File: src/rtl/u2u8_pkg.sv
// ----------------------------------------------------------------------------
// u2u8_pkg
// Shared types and constants for the UTF-16 to UTF-8 transcoder: surrogate
// ranges and the job record that travels from the front end to the back end.
// ----------------------------------------------------------------------------
package u2u8_pkg;

    // surrogate ranges and supplementary plane base
    localparam logic [15:0] SURR_HIGH_BASE = 16'hD800;
    localparam logic [15:0] SURR_LOW_BASE  = 16'hDC00;
    localparam logic [15:0] SURR_LOW_END   = 16'hE000;
    localparam logic [20:0] SUPP_BASE      = 21'h10000;

    // limits of the one and two byte forms
    localparam logic [20:0] LIM_ONE_BYTE   = 21'h00080;
    localparam logic [20:0] LIM_TWO_BYTE   = 21'h00800;

    // byte used on error results
    localparam logic [7:0]  ERR_BYTE       = 8'h00;

    // number of result slots in one job
    localparam int unsigned JOB_SLOTS      = 4;
    localparam int unsigned SLOT_IDX_W     = $clog2(JOB_SLOTS);

    // one job: the whole run of results caused by one input unit
    typedef struct packed {
        logic [JOB_SLOTS-1:0][7:0]  bytes;
        logic [JOB_SLOTS-1:0]       bad;
        logic [SLOT_IDX_W-1:0]      last_idx;
    } u2u8_job_t;

endpackage

File: src/rtl/u2u8_front.sv
// ----------------------------------------------------------------------------
// u2u8_front
// Front end: accepts code units, tracks a pending high surrogate and turns
// each unit into a job of up to four result bytes for the back end.
// ----------------------------------------------------------------------------
module u2u8_front
    import u2u8_pkg::*;
(
    input  logic        aclk,
    input  logic        aresetn,
    input  logic        s_valid,
    output logic        s_ready,
    input  logic [15:0] s_code_unit,
    input  logic        s_string_end,
    output logic        job_valid,
    input  logic        job_ready,
    output u2u8_job_t   job
);

    logic       high_pending_reg, high_pending_next;
    logic [9:0] high_bits_reg, high_bits_next;

    logic       is_high, is_low, is_nul;
    logic       pair_done, err_first, tail_has, take;
    logic [20:0] pair_cp;
    u2u8_job_t  pair_job, unit_job, tail_job, job_out;

    // utf-8 byte layout of one code point
    function automatic u2u8_job_t encode_cp(input logic [20:0] cp);
        u2u8_job_t j;
        j = '0;
        if (cp < LIM_ONE_BYTE) begin
            j.bytes[0] = cp[7:0];
            j.last_idx = SLOT_IDX_W'(0);
        end else if (cp < LIM_TWO_BYTE) begin
            j.bytes[0] = {3'b110, cp[10:6]};
            j.bytes[1] = {2'b10, cp[5:0]};
            j.last_idx = SLOT_IDX_W'(1);
        end else if (cp < SUPP_BASE) begin
            j.bytes[0] = {4'b1110, cp[15:12]};
            j.bytes[1] = {2'b10, cp[11:6]};
            j.bytes[2] = {2'b10, cp[5:0]};
            j.last_idx = SLOT_IDX_W'(2);
        end else begin
            j.bytes[0] = {5'b11110, cp[20:18]};
            j.bytes[1] = {2'b10, cp[17:12]};
            j.bytes[2] = {2'b10, cp[11:6]};
            j.bytes[3] = {2'b10, cp[5:0]};
            j.last_idx = SLOT_IDX_W'(3);
        end
        return j;
    endfunction

    // classify the incoming unit
    assign is_high = (s_code_unit >= SURR_HIGH_BASE) && (s_code_unit < SURR_LOW_BASE);
    assign is_low  = (s_code_unit >= SURR_LOW_BASE) && (s_code_unit < SURR_LOW_END);
    assign is_nul  = (s_code_unit == 16'h0000);

    assign pair_done = high_pending_reg && is_low;
    assign err_first = high_pending_reg && !is_low;
    assign pair_cp   = SUPP_BASE + {1'b0, high_bits_reg, s_code_unit[9:0]};

    assign pair_job = encode_cp(pair_cp);
    assign unit_job = encode_cp({5'b00000, s_code_unit});

    // results for the current unit once any pending error is dealt with
    always_comb begin
        tail_job = '0;
        tail_has = 1'b0;
        if (pair_done) begin
            tail_job = pair_job;
            tail_has = 1'b1;
        end else if (is_high) begin
            if (s_string_end) begin
                tail_job.bytes[0] = ERR_BYTE;
                tail_job.bad[0]   = 1'b1;
                tail_has          = 1'b1;
            end
        end else if (is_low) begin
            tail_job.bytes[0] = ERR_BYTE;
            tail_job.bad[0]   = 1'b1;
            tail_has          = 1'b1;
        end else if (!is_nul) begin
            tail_job = unit_job;
            tail_has = 1'b1;
        end
    end

    // prepend the unpaired-high error where one is due
    always_comb begin
        job_out = tail_job;
        if (err_first) begin
            job_out.bytes    = {tail_job.bytes[JOB_SLOTS-2:0], ERR_BYTE};
            job_out.bad      = {tail_job.bad[JOB_SLOTS-2:0], 1'b1};
            job_out.last_idx = tail_has ? tail_job.last_idx + SLOT_IDX_W'(1)
                                        : SLOT_IDX_W'(0);
        end
    end

    assign s_ready   = job_ready;
    assign job_valid = s_valid && (err_first || tail_has);
    assign job       = job_out;
    assign take      = s_valid && s_ready;

    // surrogate state for the next unit
    always_comb begin
        high_pending_next = high_pending_reg;
        high_bits_next    = high_bits_reg;
        if (take) begin
            if (!pair_done && is_high && !s_string_end) begin
                high_pending_next = 1'b1;
                high_bits_next    = s_code_unit[9:0];
            end else begin
                high_pending_next = 1'b0;
                high_bits_next    = 10'd0;
            end
        end
    end

    always_ff @(posedge aclk) begin
        if (!aresetn) begin
            high_pending_reg <= 1'b0;
            high_bits_reg    <= 10'd0;
        end else begin
            high_pending_reg <= high_pending_next;
            high_bits_reg    <= high_bits_next;
        end
    end

endmodule

File: src/rtl/u2u8_queue.sv
// ----------------------------------------------------------------------------
// u2u8_queue
// Two-entry job queue between front end and back end, so that each side
// can stall without holding up the other.
// ----------------------------------------------------------------------------
module u2u8_queue
    import u2u8_pkg::*;
(
    input  logic      aclk,
    input  logic      aresetn,
    input  logic      in_valid,
    output logic      in_ready,
    input  u2u8_job_t in_job,
    output logic      out_valid,
    input  logic      out_ready,
    output u2u8_job_t out_job
);

    u2u8_job_t  entry_reg [2];
    logic       wr_ptr_reg, wr_ptr_next;
    logic       rd_ptr_reg, rd_ptr_next;
    logic [1:0] count_reg, count_next;
    logic       push, pop;

    assign in_ready  = (count_reg != 2'd2);
    assign out_valid = (count_reg != 2'd0);
    assign out_job   = entry_reg[rd_ptr_reg];

    assign push = in_valid && in_ready;
    assign pop  = out_valid && out_ready;

    // pointer and fill bookkeeping
    always_comb begin
        wr_ptr_next = push ? !wr_ptr_reg : wr_ptr_reg;
        rd_ptr_next = pop ? !rd_ptr_reg : rd_ptr_reg;
        count_next  = count_reg;
        if (push && !pop) begin
            count_next = count_reg + 2'd1;
        end else if (pop && !push) begin
            count_next = count_reg - 2'd1;
        end
    end

    always_ff @(posedge aclk) begin
        if (!aresetn) begin
            wr_ptr_reg <= 1'b0;
            rd_ptr_reg <= 1'b0;
            count_reg  <= 2'd0;
        end else begin
            wr_ptr_reg <= wr_ptr_next;
            rd_ptr_reg <= rd_ptr_next;
            count_reg  <= count_next;
        end
    end

    // job storage
    always_ff @(posedge aclk) begin
        if (push) begin
            entry_reg[wr_ptr_reg] <= in_job;
        end
    end

endmodule

File: src/rtl/u2u8_back.sv
// ----------------------------------------------------------------------------
// u2u8_back
// Back end: walks through the slots of the head job, one result per cycle
// unless stalled, into an output register; marks the last result of each run.
// ----------------------------------------------------------------------------
module u2u8_back
    import u2u8_pkg::*;
(
    input  logic      aclk,
    input  logic      aresetn,
    input  logic      job_valid,
    output logic      job_ready,
    input  u2u8_job_t job,
    output logic      m_valid,
    input  logic      m_ready,
    output logic [7:0] m_out_byte,
    output logic      m_run_last,
    output logic      m_bad_input
);

    logic [SLOT_IDX_W-1:0] idx_reg, idx_next;
    logic                  m_valid_reg, m_valid_next;
    logic [7:0]            out_byte_reg;
    logic                  run_last_reg, bad_input_reg;
    logic                  load, at_last;

    assign load    = job_valid && (!m_valid_reg || m_ready);
    assign at_last = (idx_reg == job.last_idx);

    // release the job as its last slot moves into the output register
    assign job_ready = load && at_last;

    always_comb begin
        idx_next     = idx_reg;
        m_valid_next = m_valid_reg;
        if (load) begin
            idx_next     = at_last ? SLOT_IDX_W'(0) : idx_reg + SLOT_IDX_W'(1);
            m_valid_next = 1'b1;
        end else if (m_ready) begin
            m_valid_next = 1'b0;
        end
    end

    always_ff @(posedge aclk) begin
        if (!aresetn) begin
            idx_reg     <= '0;
            m_valid_reg <= 1'b0;
        end else begin
            idx_reg     <= idx_next;
            m_valid_reg <= m_valid_next;
        end
    end

    // output payload register
    always_ff @(posedge aclk) begin
        if (load) begin
            out_byte_reg  <= job.bytes[idx_reg];
            bad_input_reg <= job.bad[idx_reg];
            run_last_reg  <= at_last;
        end
    end

    assign m_valid     = m_valid_reg;
    assign m_out_byte  = out_byte_reg;
    assign m_run_last  = run_last_reg;
    assign m_bad_input = bad_input_reg;

endmodule

File: src/rtl/utf16_to_utf8_transcoder_core.sv
// ----------------------------------------------------------------------------
// utf16_to_utf8_transcoder_core
// UTF-16 to UTF-8 transcoder with surrogate pairing and error reporting.
// ----------------------------------------------------------------------------
// Code units are taken one per cycle while the two-entry job queue has room;
// each unit becomes a run of zero to four result bytes, and the output side
// delivers one byte per cycle while m_ready is high, from a registered output
// stage. The byte rate of the back end sets the sustained throughput: an ASCII
// unit gives one byte, a BMP unit up to three, and a surrogate pair four bytes
// for its two units; an unpaired-high error ahead of a unit adds one more byte.
// A NUL unit, or a high surrogate waiting for its partner, produces no
// transfer. Error results (unpaired high, lone low) carry a zero byte with
// m_bad_input set; m_run_last marks the final transfer caused by each input
// unit.
module utf16_to_utf8_transcoder_core
    import u2u8_pkg::*;
(
    input  logic        aclk,
    input  logic        aresetn,
    input  logic        s_valid,
    output logic        s_ready,
    input  logic [15:0] s_code_unit,
    input  logic        s_string_end,
    output logic        m_valid,
    input  logic        m_ready,
    output logic [7:0]  m_out_byte,
    output logic        m_run_last,
    output logic        m_bad_input
);

    logic      fe_valid, fe_ready;
    u2u8_job_t fe_job;
    logic      be_valid, be_ready;
    u2u8_job_t be_job;

    // classify units and build jobs
    u2u8_front u_front (
        .aclk         (aclk),
        .aresetn      (aresetn),
        .s_valid      (s_valid),
        .s_ready      (s_ready),
        .s_code_unit  (s_code_unit),
        .s_string_end (s_string_end),
        .job_valid    (fe_valid),
        .job_ready    (fe_ready),
        .job          (fe_job)
    );

    // decoupling queue
    u2u8_queue u_queue (
        .aclk      (aclk),
        .aresetn   (aresetn),
        .in_valid  (fe_valid),
        .in_ready  (fe_ready),
        .in_job    (fe_job),
        .out_valid (be_valid),
        .out_ready (be_ready),
        .out_job   (be_job)
    );

    // serialise jobs into byte transfers
    u2u8_back u_back (
        .aclk        (aclk),
        .aresetn     (aresetn),
        .job_valid   (be_valid),
        .job_ready   (be_ready),
        .job         (be_job),
        .m_valid     (m_valid),
        .m_ready     (m_ready),
        .m_out_byte  (m_out_byte),
        .m_run_last  (m_run_last),
        .m_bad_input (m_bad_input)
    );

endmodule

File: config.mk
export PLATFORM = sky130hd
export DESIGN_NAME = utf16_to_utf8_transcoder_core
export DESIGN_NICKNAME = d
export VERILOG_FILES = /design/src/rtl/u2u8_pkg.sv /design/src/rtl/u2u8_front.sv /design/src/rtl/u2u8_queue.sv /design/src/rtl/u2u8_back.sv /design/src/rtl/utf16_to_utf8_transcoder_core.sv
export SDC_FILE = /design/constraint.sdc
export NUM_CORES = 1
export LEC_CHECK = 0
export BUFFER_PORTS_ARGS = -buffer_cell sky130_fd_sc_hd__buf_2
export CORE_MARGIN = 2
export CORE_UTILIZATION = 65
export DETAILED_ROUTE_END_ITERATION = 10
export PLACE_DENSITY_LB_ADDON = 0.15
export SYNTH_ARGS = -nofsm -noshare
export SYNTH_HDL_FRONTEND = slang
export SYNTH_SLANG_ARGS = --single-unit
File: constraint.sdc
create_clock -name aclk -period 5.85 [get_ports aclk]
set_input_delay 1.17 -clock aclk [delete_from_list [all_inputs] [get_ports aclk]]
set_output_delay 1.17 -clock aclk [all_outputs]
set_load 0.05 [all_outputs]
-- After elaboration in Yosys (flattened, before gate mapping)
Memory sizes are Yosys's and may differ from the RTL's. A register that Yosys moved wholly into a read port is not among the register bits.
Index checks and enable logic that the tools add are counted.
- flip-flop bits (word level): 28
- RAM bits: 76
- output and inout port bits: 12
- memories kept: 1
- memory list (name ; words ; width ; rd ports ; clocked after memory_dff ; wr ports ; line ; text):
    u_queue.entry_reg ; 2 ; 38 ; 1 ; 1 ; 1 ; u2u8_queue.sv:19 ; u2u8_job_t entry_reg [2];
- add/sub/neg operators: 5
- equal/unequal tests: 2
- muxes and demuxes: 49
- $lt $le $gt $ge: 10
- reduce and logical (&&, ||, !) cells: 28
- operator list (operator ; count):
    $mux 38 ; 2
    $mux 24 ; 3
    $mux 8 ; 7
    $mux 16 ; 3
    $ge 16x16->1 const B ; 2
    $lt 16x16->1 const B ; 2
    $mux 30 ; 1
    $mux 22 ; 1
    $add 17x20->21 const A ; 1
    $lt 21x12->1 const B ; 1
    $lt 21x17->1 const B ; 1
    $lt 21x8->1 const B ; 1
    $mux 2 ; 10
    $bmux 8 s2 ; 1
    $logic_not 16->1 ; 1
    $lt 16x12->1 const B ; 1
    $lt 16x8->1 const B ; 1
    $mux 1 ; 16
    $logic_and 1x1->1 ; 14
    $mux 14 ; 1
    $mux 10 ; 1
    $logic_not 1->1 ; 8
    $add 2x1->2 const B ; 3
    $mux 3 ; 2
    7 further kinds ; 10

-- Logic depth before layout (Yosys ltp)
- word-level depth: 12
- depth in mapped cells: 9
- mapped depth without buffers: 8

-- Hierarchy
A second synthesis with hierarchy kept.
- cells, all modules: 440
- area total of the unflattened synthesis: 5427.7 µm²
- by module, submodules not included (module ; area each (µm²) ; instances ; cells an instance):
    u2u8_queue ; 2980.4 ; 1 ; 142
    u2u8_front ; 1712.9 ; 1 ; 255
    u2u8_back ; 734.5 ; 1 ; 43

-- Least setup slack after synthesis
OpenSTA, ideal clock, no wires.
- path type: input to register
- from: input port s_code_unit[5]
- to: memory u_queue.entry_reg[1][0] (netlist name) (enable)
- library setup time: 0.394 ns
- slack: 2.576 ns
- arrival: 2.880 ns
- buffers on the path: 1
- stages: 6
- path through: clkbuf_1 -> nor4_1 -> and4_1 -> o21bai_1 -> o21ba_1 -> and2_1
- word-level cells in the longest chain between the ends: 10
- elaborated cells between the ends (all ways): 19
- those cells by class: 4 x order compare; 6 x mux; 9 x reduce/logical
- RTL lines (what ; line ; text):
    from (decl) ; utf16_to_utf8_transcoder_core.sv:22 ; input logic [15:0] s_code_unit,
    $ge 16x16->1, or another cell as far along ; u2u8_front.sv:56 ; assign is_low = (s_code_unit >= SURR_LOW_BASE) && (s_code_unit < SURR_LOW_END);
    $logic_and 1x1->1 / $mux 1 (equally long branches) ; u2u8_front.sv:56, u2u8_front.sv:83 ;
    $mux 1 ; u2u8_front.sv:79 ; end else if (is_low) begin
    $mux 1 ; u2u8_front.sv:73 ; end else if (is_high) begin
    $mux 1 ; u2u8_front.sv:70 ; if (pair_done) begin
    $logic_or 1x1->1 (*) ; u2u8_front.sv:101 ; assign job_valid = s_valid && (err_first || tail_has);
    $logic_and 1x1->1 (*) ; u2u8_front.sv:101 ;
    $logic_and 1x1->1 (*) ; u2u8_queue.sv:29 ; assign push = in_valid && in_ready;
    via u_queue.push ; u2u8_queue.sv:23 ; logic push, pop;
    $mux 1 (*) ; u2u8_queue.sv:58 ; if (push) begin
    $mux 1 (implied by the code) (*) ; u2u8_queue.sv:59 ; entry_reg[wr_ptr_reg] <= in_job;
    to (decl) ; u2u8_queue.sv:19 ;
The timed path passes the listed nets; every way through them passes the cells marked *.

-- Worst setup path after layout
- from: input port m_ready
- to: register u_queue.count_reg[1]
- word-level cells in the longest chain between the ends: 7
- elaborated cells between the ends (all ways): 9
- those cells by class: 1 x mux; 8 x reduce/logical
- RTL lines (what ; line ; text):
    from (decl) ; utf16_to_utf8_transcoder_core.sv:25 ; input logic m_ready,
    $logic_or 1x1->1 (*) ; u2u8_back.sv:27 ; assign load = job_valid && (!m_valid_reg || m_ready);
    $logic_and 1x1->1 (*) ; u2u8_back.sv:27 ;
    via u_back.load ; u2u8_back.sv:25 ; logic load, at_last;
    $logic_and 1x1->1 (*) ; u2u8_back.sv:31 ; assign job_ready = load && at_last;
    $logic_and 1x1->1 (*) ; u2u8_queue.sv:30 ; assign pop = out_valid && out_ready;
    $logic_not 1->1 ; u2u8_queue.sv:37 ; if (push && !pop) begin
    $logic_and 1x1->1 ; u2u8_queue.sv:37 ;
    $mux 2 / $reduce_bool 2->1 (equally long branches) ; n/a ;
    to (signal assigned) ; u2u8_queue.sv:52 ; count_reg <= count_next;
    to (decl) ; u2u8_queue.sv:22 ; logic [1:0] count_reg, count_next;
Marked as above.
A chain may end at the register's enable or synchronous reset.

==> reports/metrics.yaml <==
min_period_over_period_pct: 54.5
drt_iter0_drc: 377
min_period_ps: 3190
slowest_delay_ps: 980
worst_ep_arrival_time_ps: 3490
slew-limit-headroom_pct: 13.8
syn_nets: 403
max_freq_ghz: 0.314
grt_max_degree: 36
cts_buffers: 9
fillers: 533
crit_path_start: "m_ready"
tns_ps: 0
cts_sinks: 97
die_x_microns: 90.0
fin_skew_ps: 13.2
p_leak_nw: 1.68
yosysSeqAreaShare_pct: 56.7
async_reset_ff_share_pct: 0
hold_viol: 0
cp-start-kind: "primary input"
port_buffers: 32
hp-class: "register to register"
cap_violations: 0
clk_path_buf_depth: 2
place_ws_ps: 2290
critical_path.cell_chain: "buf_2 -> nor2b_1 -> nor2_1 -> nand2_1 -> ha_1 -> or3_1 -> a21boi_0"
design_power_total_mw: 1.88
grt_pass1_wl_microns: 17600
hp-start: "u_queue.count_reg[1]"
synthCells: 380
rows: 31
hpwl_microns: 7660
regArea_sq_um: 2720
coreArea_sq_um: 7210
cp_max_fo: 14
clk_pin_slew_ps: 100
grt_pass1_vias: 3180
wl_microns: 11200
drtAntennaViolNets: 0
overflow: 0
hold_buffers: 0
netlist_area_sq_um: 4800
largest_reg_flops: 68
rsz0062_at_grt: "no"
powerDensity_nw_per_um2: 363
ys_types: 60
cts_resized: 0
setup_ws_ps: 2660
reg2reg_slack_ps: 3030
cts_setup_buffers: 0
cts_tree: "yes"
post_drt_wl_per_cell_microns: 22.2
slew_violations: 0
multiInputGateArea_sq_um: 1960
root_buffer: "clkbuf_8"
nets: 425
htree_levels: 3
gp_congestion: 0.973
clk_latency_ps: 370
grt_use_total_pct: 28.5
layout-drive-gt1-share_pct: 21.6
cp.required_ps: 6150
vdd_drop_max_mv: 0.255
n_antenna_cell: 0
antenna_found_initial: 0
dieArea_sq_um: 8100
worst_pin_slew_ps: 1290
yosys_warnings: 0
drcViolationCount: 0
synth_flop_cell: "edfxtp_1"
r2r_start: "u_front.high_bits_reg[6]"
die_h_microns: 90.0
synth_edf_count: 78
viasPerCell: 6.70
vias: 3388
area_growth_pct: 7.76
pin_count: 33
start_util_pct: 66.6
endpoint_kind: "register"
slowest_stage: "nor2_1"
syn_avg_cell_area_sq_um: 12.6
run_status: "finished clean"
setup_violations: 0
drt_first_pass_iters: 6
synth-seq-cells: 97
path_class: "primary input to register"
[power breakdown]
group          switching [mW]  internal, mW  total [mW]
registers              0.0690         0.890       0.959
clock network           0.252         0.164       0.416
logic                   0.325         0.181       0.506
total                   0.645          1.23        1.88
[Yosys cell counts, types with 3 or more instances]
library cell | instances | area, sq um
nor4_2 | 3 | 37.5
nor2_2 | 3 | 18.8
a21o_1 | 4 | 30.0
nor3_1 | 8 | 40.0
a21oi_1 | 26 | 130
a221oi_1 | 7 | 61.3
o21ai_0 | 15 | 75.1
mux2_2 | 8 | 90.1
clkbuf_1 | 12 | 45.0
and2_1 | 9 | 56.3
nand2b_1 | 5 | 31.3
mux4_2 | 16 | 360
nor2_1 | 27 | 101
buf_2 | 10 | 50.1
mux2i_1 | 7 | 70.1
a22o_1 | 3 | 26.3
dfxtp_1 | 19 | 380
nor2b_1 | 25 | 156
nor4_1 | 4 | 25.0
o21a_1 | 4 | 30.0
edfxtp_1 | 78 | 2340
a22oi_1 | 12 | 90.1
xnor2_1 | 4 | 35.0
nand2_1 | 21 | 78.8
[worst max-delay path, delay by kind of cell]
family                   cells  cell delay (ps)
adder cells (fa/ha/maj)      1              410
AND/OR/NAND/NOR              4             1660
buffers and inverters        1               80
AO/OA/AOI/OAI                1              170
[per-layer routing]
layer  global-route usage [%]  up-vias  part of all wire (%)
met5                        0        -                     0
met4                     5.90        0                   1.2
met3                     6.37       18                   8.8
met2                     45.5      204                    49
met1                     41.2     1652                    41
li1                         -     1514                     -
[worst paths after layout]
| check | cells past startpoint | endpoint |
|---|---|---|
| worst max-delay path | 7 | u_queue.count_reg[1] |
| worst min-delay path | 2 | u_queue.count_reg[1] |
| worst max register to register | 7 | u_queue.entry_reg[1][23] |
| worst min register to register | 2 | u_queue.count_reg[1] |
[logic make-up after synthesis]
logic type               after synthesis  share of synthesized area (%)
flip-flops                            97                           56.7
XOR/XNOR                               6                           1.09
AND/OR/NAND/NOR                      124                           14.7
buffers and inverters                 25                           2.53
multiplexers                          31                           10.8
AO/OA/AOI/OAI                         95                           13.6
adder cells (fa/ha/maj)                2                          0.521
[layout make-up]
| type | count | area share (%) |
|---|---|---|
| Sequential cell | 97 | 52.6 |
| Multi-Input combinational cell | 258 | 37.9 |
| Timing Repair Buffer | 35 | 3.53 |
| Clock buffer | 9 | 2.39 |
| Tap cell | 99 | 2.39 |
| Clock inverter | 7 | 1.16 |
| Inverter | 1 | 0.0725 |
[per-stage QoR]
stage / util (%) / cell area (sq um) / hold WS [ps] / std cells
6_report: 71.8 / 5180 / 545 / 506
5_1_grt: 71.8 / 5180 / 597 / 506
4_1_cts: 71.8 / 5180 / 545 / 506
3_5_place_dp: 69.2 / 4990 / 531 / 490
3_3_place_gp: 69.2 / 4990 / 511 / 490
2_1_floorplan: - / 4800 / 491 / 380
[placed cells by master, fill, tap and decap left out, types with 3 or more instances in the layout]
master    instances
a21o_1            4
a21oi_1          26
a221oi_1          7
a22o_1            3
a22oi_1          12
and2_1            9
buf_2            32
buf_4             3
clkbuf_8          9
dfxtp_1          19
edfxtp_1         78
inv_6             3
mux2_2            8
mux2i_1           7
mux4_2           16
nand2_1          21
nand2b_1          5
nor2_1           27
nor2_2            3
nor2b_1          25
nor3_1            8
nor4_1            4
nor4_2            3
o21a_1            4
o21ai_0          15
xnor2_1           4
No activity file was read; power rests on OpenSTA's default activity.
